**config.mk**
```make
export PLATFORM = sky130hd
export DESIGN_NAME = char_lcd_nibble_command_sequencer_core
export DESIGN_NICKNAME = d
export VERILOG_FILES = /design/src/hw/rtl/clns_pkg.sv /design/src/hw/rtl/clns_ctrl.sv /design/src/hw/rtl/clns_out.sv /design/src/hw/rtl/char_lcd_nibble_command_sequencer_core.sv
export SDC_FILE = /design/constraint.sdc
export NUM_CORES = 1
export LEC_CHECK = 0
export BUFFER_PORTS_ARGS = -buffer_cell sky130_fd_sc_hd__buf_2
export CAP_MARGIN = 5
export CORE_ASPECT_RATIO = 1.25
export CORE_MARGIN = 10
export CORE_UTILIZATION = 25
export DETAILED_ROUTE_END_ITERATION = 12
export GPL_TIMING_DRIVEN = 0
export MAX_ROUTING_LAYER = met4
export PLACE_DENSITY_LB_ADDON = 0.2
export SYNTH_ARGS = -nofsm -noshare
export SYNTH_HDL_FRONTEND = slang
export SYNTH_SLANG_ARGS = --single-unit
export TNS_END_PERCENT = 50
```
**constraint.sdc**
```tcl
create_clock -name clk -period 5.45 [get_ports clk]
set_input_delay 1.3625 -clock clk [delete_from_list [all_inputs] [get_ports clk]]
set_output_delay 1.3625 -clock clk [all_outputs]
set_load 0.005 [all_outputs]
```
**src/hw/rtl/clns_pkg.sv**
```systemverilog
// ----------------------------------------------------------------------------
// clns_pkg
// Types, opcodes and byte tables shared by the character-LCD nibble sequencer.
// ----------------------------------------------------------------------------
package clns_pkg;

  typedef struct packed {
    logic [2:0] opcode;
    logic [7:0] value;
    logic       end_of_message;
  } req_item_t;

  typedef struct packed {
    logic       register_select;
    logic [3:0] nibble;
    logic       last;
  } nib_item_t;

  // One nibble handed from the sequencer to the output register.
  typedef struct packed {
    logic       fire;
    logic       rs;
    logic [3:0] nibble;
    logic       last;
  } emit_t;

  localparam logic [2:0] OP_CLEAR     = 3'd0;
  localparam logic [2:0] OP_SETUP     = 3'd1;
  localparam logic [2:0] OP_SHIFT_R   = 3'd2;
  localparam logic [2:0] OP_SHIFT_L   = 3'd3;
  localparam logic [2:0] OP_RAW       = 3'd4;
  localparam logic [2:0] OP_TEXT      = 3'd5;

  // Byte-list kinds held by the sequencer while an item is being sent.
  localparam logic [2:0] KIND_CLEAR   = 3'd0;
  localparam logic [2:0] KIND_SETUP   = 3'd1;
  localparam logic [2:0] KIND_SHIFT_R = 3'd2;
  localparam logic [2:0] KIND_SHIFT_L = 3'd3;
  localparam logic [2:0] KIND_RAW     = 3'd4;
  localparam logic [2:0] KIND_TEXT    = 3'd5;
  localparam logic [2:0] KIND_TEXT_NL = 3'd6;

  localparam logic [7:0] CMD_CLEAR    = 8'h01;
  localparam logic [7:0] CMD_HOME_L1  = 8'h80;
  localparam logic [7:0] CMD_HOME_L2  = 8'hC0;
  localparam logic [7:0] CMD_SHIFT_R  = 8'h14;
  localparam logic [7:0] CMD_SHIFT_L  = 8'h10;
  localparam int         SETUP_LEN    = 8;

  function automatic logic [7:0] setup_byte(input logic [2:0] idx);
    logic [7:0] b;
    case (idx)
      3'd0:    b = 8'h33;
      3'd1:    b = 8'h32;
      3'd2:    b = 8'h28;
      3'd3:    b = 8'h08;
      3'd4:    b = 8'h01;
      3'd5:    b = 8'h06;
      3'd6:    b = 8'h0C;
      default: b = 8'h80;
    endcase
    return b;
  endfunction

  // Byte number idx of the list that a kind stands for.
  function automatic logic [7:0] list_byte(input logic [2:0] kind, input logic [2:0] idx,
                                           input logic [7:0] val);
    logic [7:0] b;
    case (kind)
      KIND_CLEAR:   b = idx[0] ? CMD_HOME_L1 : CMD_CLEAR;
      KIND_SETUP:   b = setup_byte(idx);
      KIND_SHIFT_R: b = CMD_SHIFT_R;
      KIND_SHIFT_L: b = CMD_SHIFT_L;
      KIND_TEXT_NL: b = idx[0] ? val : CMD_HOME_L2;
      default:      b = val;
    endcase
    return b;
  endfunction

endpackage

```
**src/hw/rtl/clns_ctrl.sv**
```systemverilog
// ----------------------------------------------------------------------------
// clns_ctrl
// Request decoder, text position tracking and the byte/nibble sequencer.
// ----------------------------------------------------------------------------
module clns_ctrl #(
  parameter int LINE_LEN  = 16,
  parameter int MAX_SHIFT = 32
) (
  input  logic              clk,
  input  logic              rst,
  input  logic              req_valid,
  input  clns_pkg::req_item_t req,
  output logic              req_stall,
  input  logic              take,
  output clns_pkg::emit_t   emit
);
  import clns_pkg::*;

  localparam int MAX_BYTES = (MAX_SHIFT > SETUP_LEN) ? MAX_SHIFT : SETUP_LEN;
  localparam int CNT_W     = $clog2(MAX_BYTES + 1);
  localparam int POS_W     = $clog2(2 * LINE_LEN + 1);

  logic             busy;
  logic             phase;
  logic [2:0]       kind;
  logic [CNT_W-1:0] idx;
  logic [CNT_W-1:0] total;
  logic [7:0]       val;
  logic [POS_W-1:0] text_position;
  logic             text_stopped;

  logic             accept;
  logic [2:0]       kind_next;
  logic [CNT_W-1:0] total_next;
  logic [7:0]       shift_cnt;
  logic             text_send;
  logic [CNT_W-1:0] idx_inc;
  logic             last_byte;
  logic             fire;
  logic [7:0]       cur;

  assign accept    = req_valid && !busy;
  assign req_stall = busy;

  assign shift_cnt = (req.value > 8'(MAX_SHIFT)) ? 8'(MAX_SHIFT) : req.value;
  assign text_send = !text_stopped && (req.value != 8'd0) &&
                     (text_position < POS_W'(2 * LINE_LEN));

  always_comb begin
    kind_next  = KIND_RAW;
    total_next = '0;
    case (req.opcode)
      OP_CLEAR: begin
        kind_next  = KIND_CLEAR;
        total_next = CNT_W'(2);
      end
      OP_SETUP: begin
        kind_next  = KIND_SETUP;
        total_next = CNT_W'(SETUP_LEN);
      end
      OP_SHIFT_R: begin
        kind_next  = KIND_SHIFT_R;
        total_next = shift_cnt[CNT_W-1:0];
      end
      OP_SHIFT_L: begin
        kind_next  = KIND_SHIFT_L;
        total_next = shift_cnt[CNT_W-1:0];
      end
      OP_RAW: begin
        kind_next  = KIND_RAW;
        total_next = CNT_W'(1);
      end
      OP_TEXT: begin
        // Crossing into the second line puts the line-two address first.
        if (text_send && (text_position == POS_W'(LINE_LEN))) begin
          kind_next  = KIND_TEXT_NL;
          total_next = CNT_W'(2);
        end else begin
          kind_next  = KIND_TEXT;
          total_next = text_send ? CNT_W'(1) : CNT_W'(0);
        end
      end
      default: begin
        kind_next  = KIND_RAW;
        total_next = '0;
      end
    endcase
  end

  // The one counter/compare unit walks the byte list, two nibbles per byte.
  assign idx_inc   = idx + CNT_W'(1);
  assign last_byte = (idx_inc == total);
  assign fire      = busy && take;
  assign cur       = list_byte(kind, idx[2:0], val);

  assign emit.fire   = fire;
  assign emit.rs     = (kind == KIND_TEXT) || ((kind == KIND_TEXT_NL) && idx[0]);
  assign emit.nibble = phase ? cur[3:0] : cur[7:4];
  assign emit.last   = phase && last_byte;

  always_ff @(posedge clk) begin
    if (rst) begin
      busy          <= 1'b0;
      phase         <= 1'b0;
      text_position <= '0;
      text_stopped  <= 1'b0;
    end else begin
      if (accept) begin
        kind  <= kind_next;
        total <= total_next;
        val   <= req.value;
        idx   <= '0;
        phase <= 1'b0;
        busy  <= (total_next != '0);
        if (req.opcode == OP_TEXT) begin
          if (req.end_of_message) begin
            text_position <= '0;
            text_stopped  <= 1'b0;
          end else if (!text_stopped && (req.value == 8'd0)) begin
            text_stopped <= 1'b1;
          end else if (text_send) begin
            text_position <= text_position + POS_W'(1);
          end
        end
      end else if (fire) begin
        phase <= !phase;
        if (phase) begin
          idx <= idx_inc;
          if (last_byte) begin
            busy <= 1'b0;
          end
        end
      end
    end
  end

endmodule

```
**src/hw/rtl/clns_out.sv**
```systemverilog
// ----------------------------------------------------------------------------
// clns_out
// Output register for nibble items; holds a stalled item and frees the
// sequencer as soon as the register can be refilled.
// ----------------------------------------------------------------------------
module clns_out (
  input  logic              clk,
  input  logic              rst,
  input  clns_pkg::emit_t   emit,
  output logic              take,
  output logic              nib_valid,
  input  logic              nib_stall,
  output clns_pkg::nib_item_t nib
);
  import clns_pkg::*;

  assign take = !nib_valid || !nib_stall;

  always_ff @(posedge clk) begin
    if (rst) begin
      nib_valid <= 1'b0;
    end else if (take) begin
      nib_valid <= emit.fire;
    end
  end

  always_ff @(posedge clk) begin
    if (take && emit.fire) begin
      nib.register_select <= emit.rs;
      nib.nibble          <= emit.nibble;
      nib.last            <= emit.last;
    end
  end

endmodule

```
**src/hw/rtl/char_lcd_nibble_command_sequencer_core.sv**
```systemverilog
// ----------------------------------------------------------------------------
// char_lcd_nibble_command_sequencer_core
// Turns display requests into 4-bit LCD bus transfers, high nibble first.
// ----------------------------------------------------------------------------
//  channel | direction | handshake             | payload
//  req     | in        | req_valid / req_stall | opcode, value, end_of_message
//  nib     | out       | nib_valid / nib_stall | register_select, nibble, last
//
// A request that sends k nibbles holds req_stall until its last one is taken;
// one nibble leaves the sequencer's byte counter per cycle when the output is
// not stalled. Requests that send nothing never stall. Setup sends 16 nibbles,
// a full shift 2*MAX_SHIFT. Output stalls pause the sequencer nibble by nibble.
// Synchronous reset clears the text position, the stop flag and the output.
module char_lcd_nibble_command_sequencer_core #(
  parameter int LINE_LEN  = 16,
  parameter int MAX_SHIFT = 32
) (
  input  logic                clk,
  input  logic                rst,
  input  logic                req_valid,
  output logic                req_stall,
  input  clns_pkg::req_item_t req,
  output logic                nib_valid,
  input  logic                nib_stall,
  output clns_pkg::nib_item_t nib
);
  import clns_pkg::*;

  emit_t emit;
  logic  take;

  clns_ctrl #(
    .LINE_LEN  (LINE_LEN),
    .MAX_SHIFT (MAX_SHIFT)
  ) u_ctrl (
    .clk       (clk),
    .rst       (rst),
    .req_valid (req_valid),
    .req       (req),
    .req_stall (req_stall),
    .take      (take),
    .emit      (emit)
  );

  clns_out u_out (
    .clk       (clk),
    .rst       (rst),
    .emit      (emit),
    .take      (take),
    .nib_valid (nib_valid),
    .nib_stall (nib_stall),
    .nib       (nib)
  );

endmodule

```
-- Word level (Yosys, flattened, before mapping)
Cells that the tools add are included.
- register bits after elaboration: 39
- input bits: 16
- output and inout port bits: 8
- logic and storage cells: 92
- add/subtract/negate cells: 2
- $lt $le $gt $ge: 2
- equality and inequality tests: 19
- mux-type cells: 22
- bitwise logic cells: 1
- reduce and logical (&&, ||, !) cells: 34
- operator list (operator ; number):
    8-bit case mux with 7 select lines ; 1
    6-bit 2-to-1 mux ; 7
    8-bit case mux with 5 select lines ; 1
    6-bit case mux with 5 select lines ; 1
    3-bit equality test (second input constant) ; 7
    3-bit by 2-bit equality test with 1-bit output (second input constant) ; 6
    8-bit 2-to-1 mux ; 2
    3-bit case mux with 5 select lines ; 1
    6-bit by 1-bit adder with 6-bit output (second input constant) ; 2
    2-bit nonzero test ; 5
    3-bit by 1-bit equality test with 1-bit output (second input constant) ; 3
    1-bit logical AND ; 9
    3-bit logical NOT ; 3
    3-bit AND reduction ; 3
    8-bit by 6-bit > comparator with 1-bit output (second input constant) ; 1
    8-bit logical NOT ; 1
    8-bit nonzero test ; 1
    1-bit 2-to-1 mux ; 7
    6-bit by 5-bit equality test with 1-bit output (second input constant) ; 1
    6-bit equality test ; 1
    6-bit < comparator (second input constant) ; 1
    6-bit nonzero test ; 1
    1-bit logical NOT ; 5
    4-bit 2-to-1 mux ; 1
    7 further kinds ; 9

-- Longest topological paths before layout
- depth after elaboration: 8
- depth in mapped cells: 8
- mapped depth without buffers: 7

-- Modules after synthesis
Synthesis repeated with hierarchy kept, for this count alone.
- cell total of the unflattened synthesis: 198
- area total of the unflattened synthesis: 2097.0 um2
- by module, submodules not included (module ; times used ; cells an instance ; area an instance (um2) ; seq. area each (um2)):
    clns_ctrl ; 1 ; 187 ; 1878.1 ; 870.8
    clns_out ; 1 ; 11 ; 219.0 ; 200.2

-- Worst setup path before layout
Ideal clock, no wire load.
- path type: input-to-reg
- from: in rst
- to: reg u_ctrl.kind[0] (enable)
- library setup time: 392 ps
- arrival: 2436 ps
- data required time: 5058 ps
- slack: 2622 ps
- stages on the path: 2
- path buffers: 1
- path through: clkdlybuf4s15_1 -> nor2_1
- word-level cells in the longest chain between the ends: 2
- ends and longest elaborated chain (element ; line ; source):
    start, declared ; char_lcd_nibble_command_sequencer_core.sv:19 ; input logic rst,
    1-bit NOT (no line) ; -- ;
    2-bit AND reduction (no line) ; -- ;
    end signal, assigned ; clns_ctrl.sv:109 ; kind <= kind_next;
    end, declared ; clns_ctrl.sv:25 ; logic [2:0] kind;
No other way between the ends.
A chain may end at the register's enable or synchronous reset.

-- Worst setup path in the final report
- from: in req[8] (netlist bit)
- to: reg u_ctrl.busy, in the netlist u_ctrl.req_stall
- word-level cells in the longest chain between the ends: 8
- elaborated cells between the ends (all ways): 11
- those cells by class: order compare: 1; mux: 5; reduce/logical: 5
- ends and longest elaborated chain (element ; line ; source):
    start, declared ; char_lcd_nibble_command_sequencer_core.sv:22 ; input clns_pkg::req_item_t req,
    branches (longest 5 deep; another with 8-bit by 6-bit > comparator with 1-bit output) ; -- ;
    6-bit case mux with 5 select lines (*) ; clns_ctrl.sv:52 ; case (req.opcode)
    named net u_ctrl.total_next[0] ; clns_ctrl.sv:34 ; logic [CNT_W-1:0] total_next;
    6-bit nonzero test (*) ; clns_ctrl.sv:114 ; busy <= (total_next != '0);
    1-bit 2-to-1 mux (*) ; clns_ctrl.sv:108 ; if (accept) begin
    end signal, assigned ; clns_ctrl.sv:114 ;
    end, declared ; clns_ctrl.sv:23 ; logic busy;
Mark *: on every way through the listed nets, which the timed path passes.

==> out/metrics.yaml <==
dp_hpwl_um: 3607
synth.largest_area_cell: "edfxtp_1"
rows: 37
gp_congestion: 0.8053
num_io_pins: 24
synth_edf_count: 29
setup_violations: 0
wl_per_cell_um: 14.35
nets: 249
synth.area.top_cells: "edfxtp_1, dfxtp_1, ha_1, nor2_1, xor2_1"
ys_seq_area_share_pct: 50.92
cts-root-buf: "clkbuf_8"
finalCriticalPeriod_ps: 2733
reg2reg_from: "u_ctrl.idx[0]"
antennaDiodeCount: 0
rsz0062_at_grt: "no"
path_clk_slew_ps: 80
cp.depth: 6
crit_path_start_kind: "input port"
synth_warnings: 0
syn_area_mm2: 0.002103
endpoint: "u_ctrl.req_stall"
gr-total-overflow: 0
wirelength_um: 4651
grt_pass1_wl_um: 7783
core-area_mm2: 0.008240
drv_cap: 0
cts_buffers: 5
worstRegToRegCells: 8
fin_crit_sh_pct: 50.15
syn_nets: 220
ant_nets: 0
hold_class: "reg -> reg"
maxSlewHeadroom_pct: 64.38
leakagePower_nw: 0.8825
crit_chain: "buf_2 > nor3_4 > a311oi_4 > a221o_1 > o31ai_1 > o21ai_1"
r2r_slack_ps: 3140
cp_top_family: "compound AO/OA/AOI/OAI gates"
ys_types: 50
crit_path_start: "req[8]"
ys.flop_type: "edfxtp_1"
synthArstFlopShare_pct: 0
syn_area_per_cell_um2: 10.68
fillers: 883
crit_path_end_kind: "flop"
htree_levels: 2
fin_setup_tns_ps: 0
dr.pass1.iters: 4
crit_type: "in -> reg"
fmax_mhz: 365.9
cpPeakStageDelay_ps: 380
post-route-drc-count: 0
finalHoldViolations: 0
dpl-instance-area_mm2: 0.002337
cts_sinks: 39
synth.top_cell.area_share_pct: 41.40
drt_iter0_drc: 64
critPathArrivalTime_ps: 2900
power_density_mw_per_mm2: 257.3
required_ps: 5620
vias_per_cell: 4.701
r2r_end: "u_out.nib[4]"
die-area_mm2: 0.01251
cts.path.max_buffers: 2
grt_pass1_vias: 1560
cts.repair.resized: 0
synthCells: 197
status: "finished, final reports clean"
worst_pin_slew_ps: 532.4
die_x_um: 102.0
clock_latency_ps: 290
drive_above_1_share_pct: 17.62
slowest_stage: "nor3_4"
yosys_register_bits: 39
initial_core_util_pct: 25.52
hold_depth: 2
slew_violations: 0
fin_skew_ps: 6.386
final_area_mm2: 0.002419
io_buffers: 21
grt_max_degree: 13
area_growth_pct: 14.99
holdWs_ps: 507.6
hold_buffers: 0
crit_fanout: 8
peakVddDrop_mv: 0.1244
track_usage_pct: 8.141
antenna_found_initial: 0
cts_tree: "built"
dieHeight_um: 122.6
cts_setup_buffers: 0
cp.buffers_inverters: 1
vias: 1523
==> cell usage in the layout (no fill, tap or decap), types with 7 or more instances in the layout <==
cell / Yosys / final
buf_2: 0 / 21
o21ai_0: 11 / 11
ha_1: 7 / 7
dfxtp_1: 10 / 10
clkbuf_1: 6 / 7
nor2_1: 23 / 23
a21oi_1: 11 / 11
xor2_1: 7 / 7
edfxtp_1: 29 / 29
nand2_1: 10 / 10
inv_1: 9 / 9
==> cell usage after synthesis (6+ instances only) <==
library cell  number
o21ai_0           11
clkbuf_1           6
xnor2_1            6
inv_1              9
ha_1               7
nand2_1           10
a21oi_1           11
nor2_1            23
edfxtp_1          29
nand3_1            6
xor2_1             7
dfxtp_1           10
nor2b_1            6
==> area by class of cell <==
cell class	instances	area, µm²	area share [%]
Sequential cell	39	1071	44.28
Multi-Input combinational cell	141	954.7	39.47
Tap cell	97	121.4	5.018
Timing Repair Buffer	22	112.6	4.656
Clock buffer	6	72.57	3.001
Buffer	8	43.79	1.811
Inverter	9	33.78	1.397
Clock inverter	2	8.758	0.3621
==> layer usage <==
metal / up-vias / share of wire [%] / GRT usage [%]
li1: 767 / - / -
met1: 728 / 43 / 9.100
met2: 21 / 53 / 13.83
met3: 7 / 2.5 / 1.574
met4: 0 / 1.7 / 3.445
met5: - / 0 / -
==> how the worst min path moves through the flow <==
stage | from | to | slack [ps]
final | u_ctrl.text_stopped | u_ctrl.text_stopped | 510
after global routing | u_ctrl.text_stopped | u_ctrl.text_stopped | 530
after CTS | u_ctrl.text_stopped | u_ctrl.text_stopped | 510
after detailed placement | u_ctrl.text_stopped | u_ctrl.text_stopped | 500
after global placement | u_ctrl.text_stopped | u_ctrl.text_stopped | 480
after floorplan | u_ctrl.text_stopped | u_ctrl.text_stopped | 470
==> logic make-up after synthesis <==
kind of cell / count (synthesis) / share of synthesized area, %
adder cells (fa/ha/maj): 7 / 4.164
XOR/XNOR: 14 / 6.544
AO/OA/AOI/OAI: 45 / 14.93
multiplexers: 1 / 0.4759
buffers and inverters: 17 / 3.688
flip-flops: 39 / 50.92
AND/OR/NAND/NOR: 74 / 19.28
==> worst reg2reg max path: stages, from the launching register on <==
cell and delay, ps:
edfxtp_1 400, clkbuf_1 330, inv_1 200, ha_1 250
or2_2 310, nor2_1 140, a22oi_1 80, o311a_1 310
a31oi_1 140
==> through the flow <==
stage | cells | total power [mW] | worst slack (ps) | utilization [%]
2_1_floorplan | 197 | 0.4109 | 2622 | -
6_report | 324 | 0.6224 | 2717 | 29.35
5_1_grt | 324 | 0.6604 | 2546 | 29.35
3_5_place_dp | 316 | 0.4436 | 2348 | 28.36
3_3_place_gp | 315 | 0.4424 | 2073 | 28.27
4_1_cts | 324 | 0.6351 | 2670 | 29.35
==> power by group <==
group	switching [mW]	internal (mW)	leakage (nW)
combinational	0.0504	0.0363	0.483
sequential	0.00856	0.339	0.356
clock	0.100	0.0881	0.0426
==> sequential cells by signal, summed over array words and instances (netlist names) <==
name and count:
u_ctrl.val 8, u_ctrl.idx 6, u_ctrl.text_position 6, u_ctrl.total 6
u_out.nib 6, u_ctrl.kind 3, u_ctrl.phase 1, u_ctrl.req_stall 1
u_ctrl.text_stopped 1, u_out.nib_valid 1
Power figures use the tool's default switching activity.
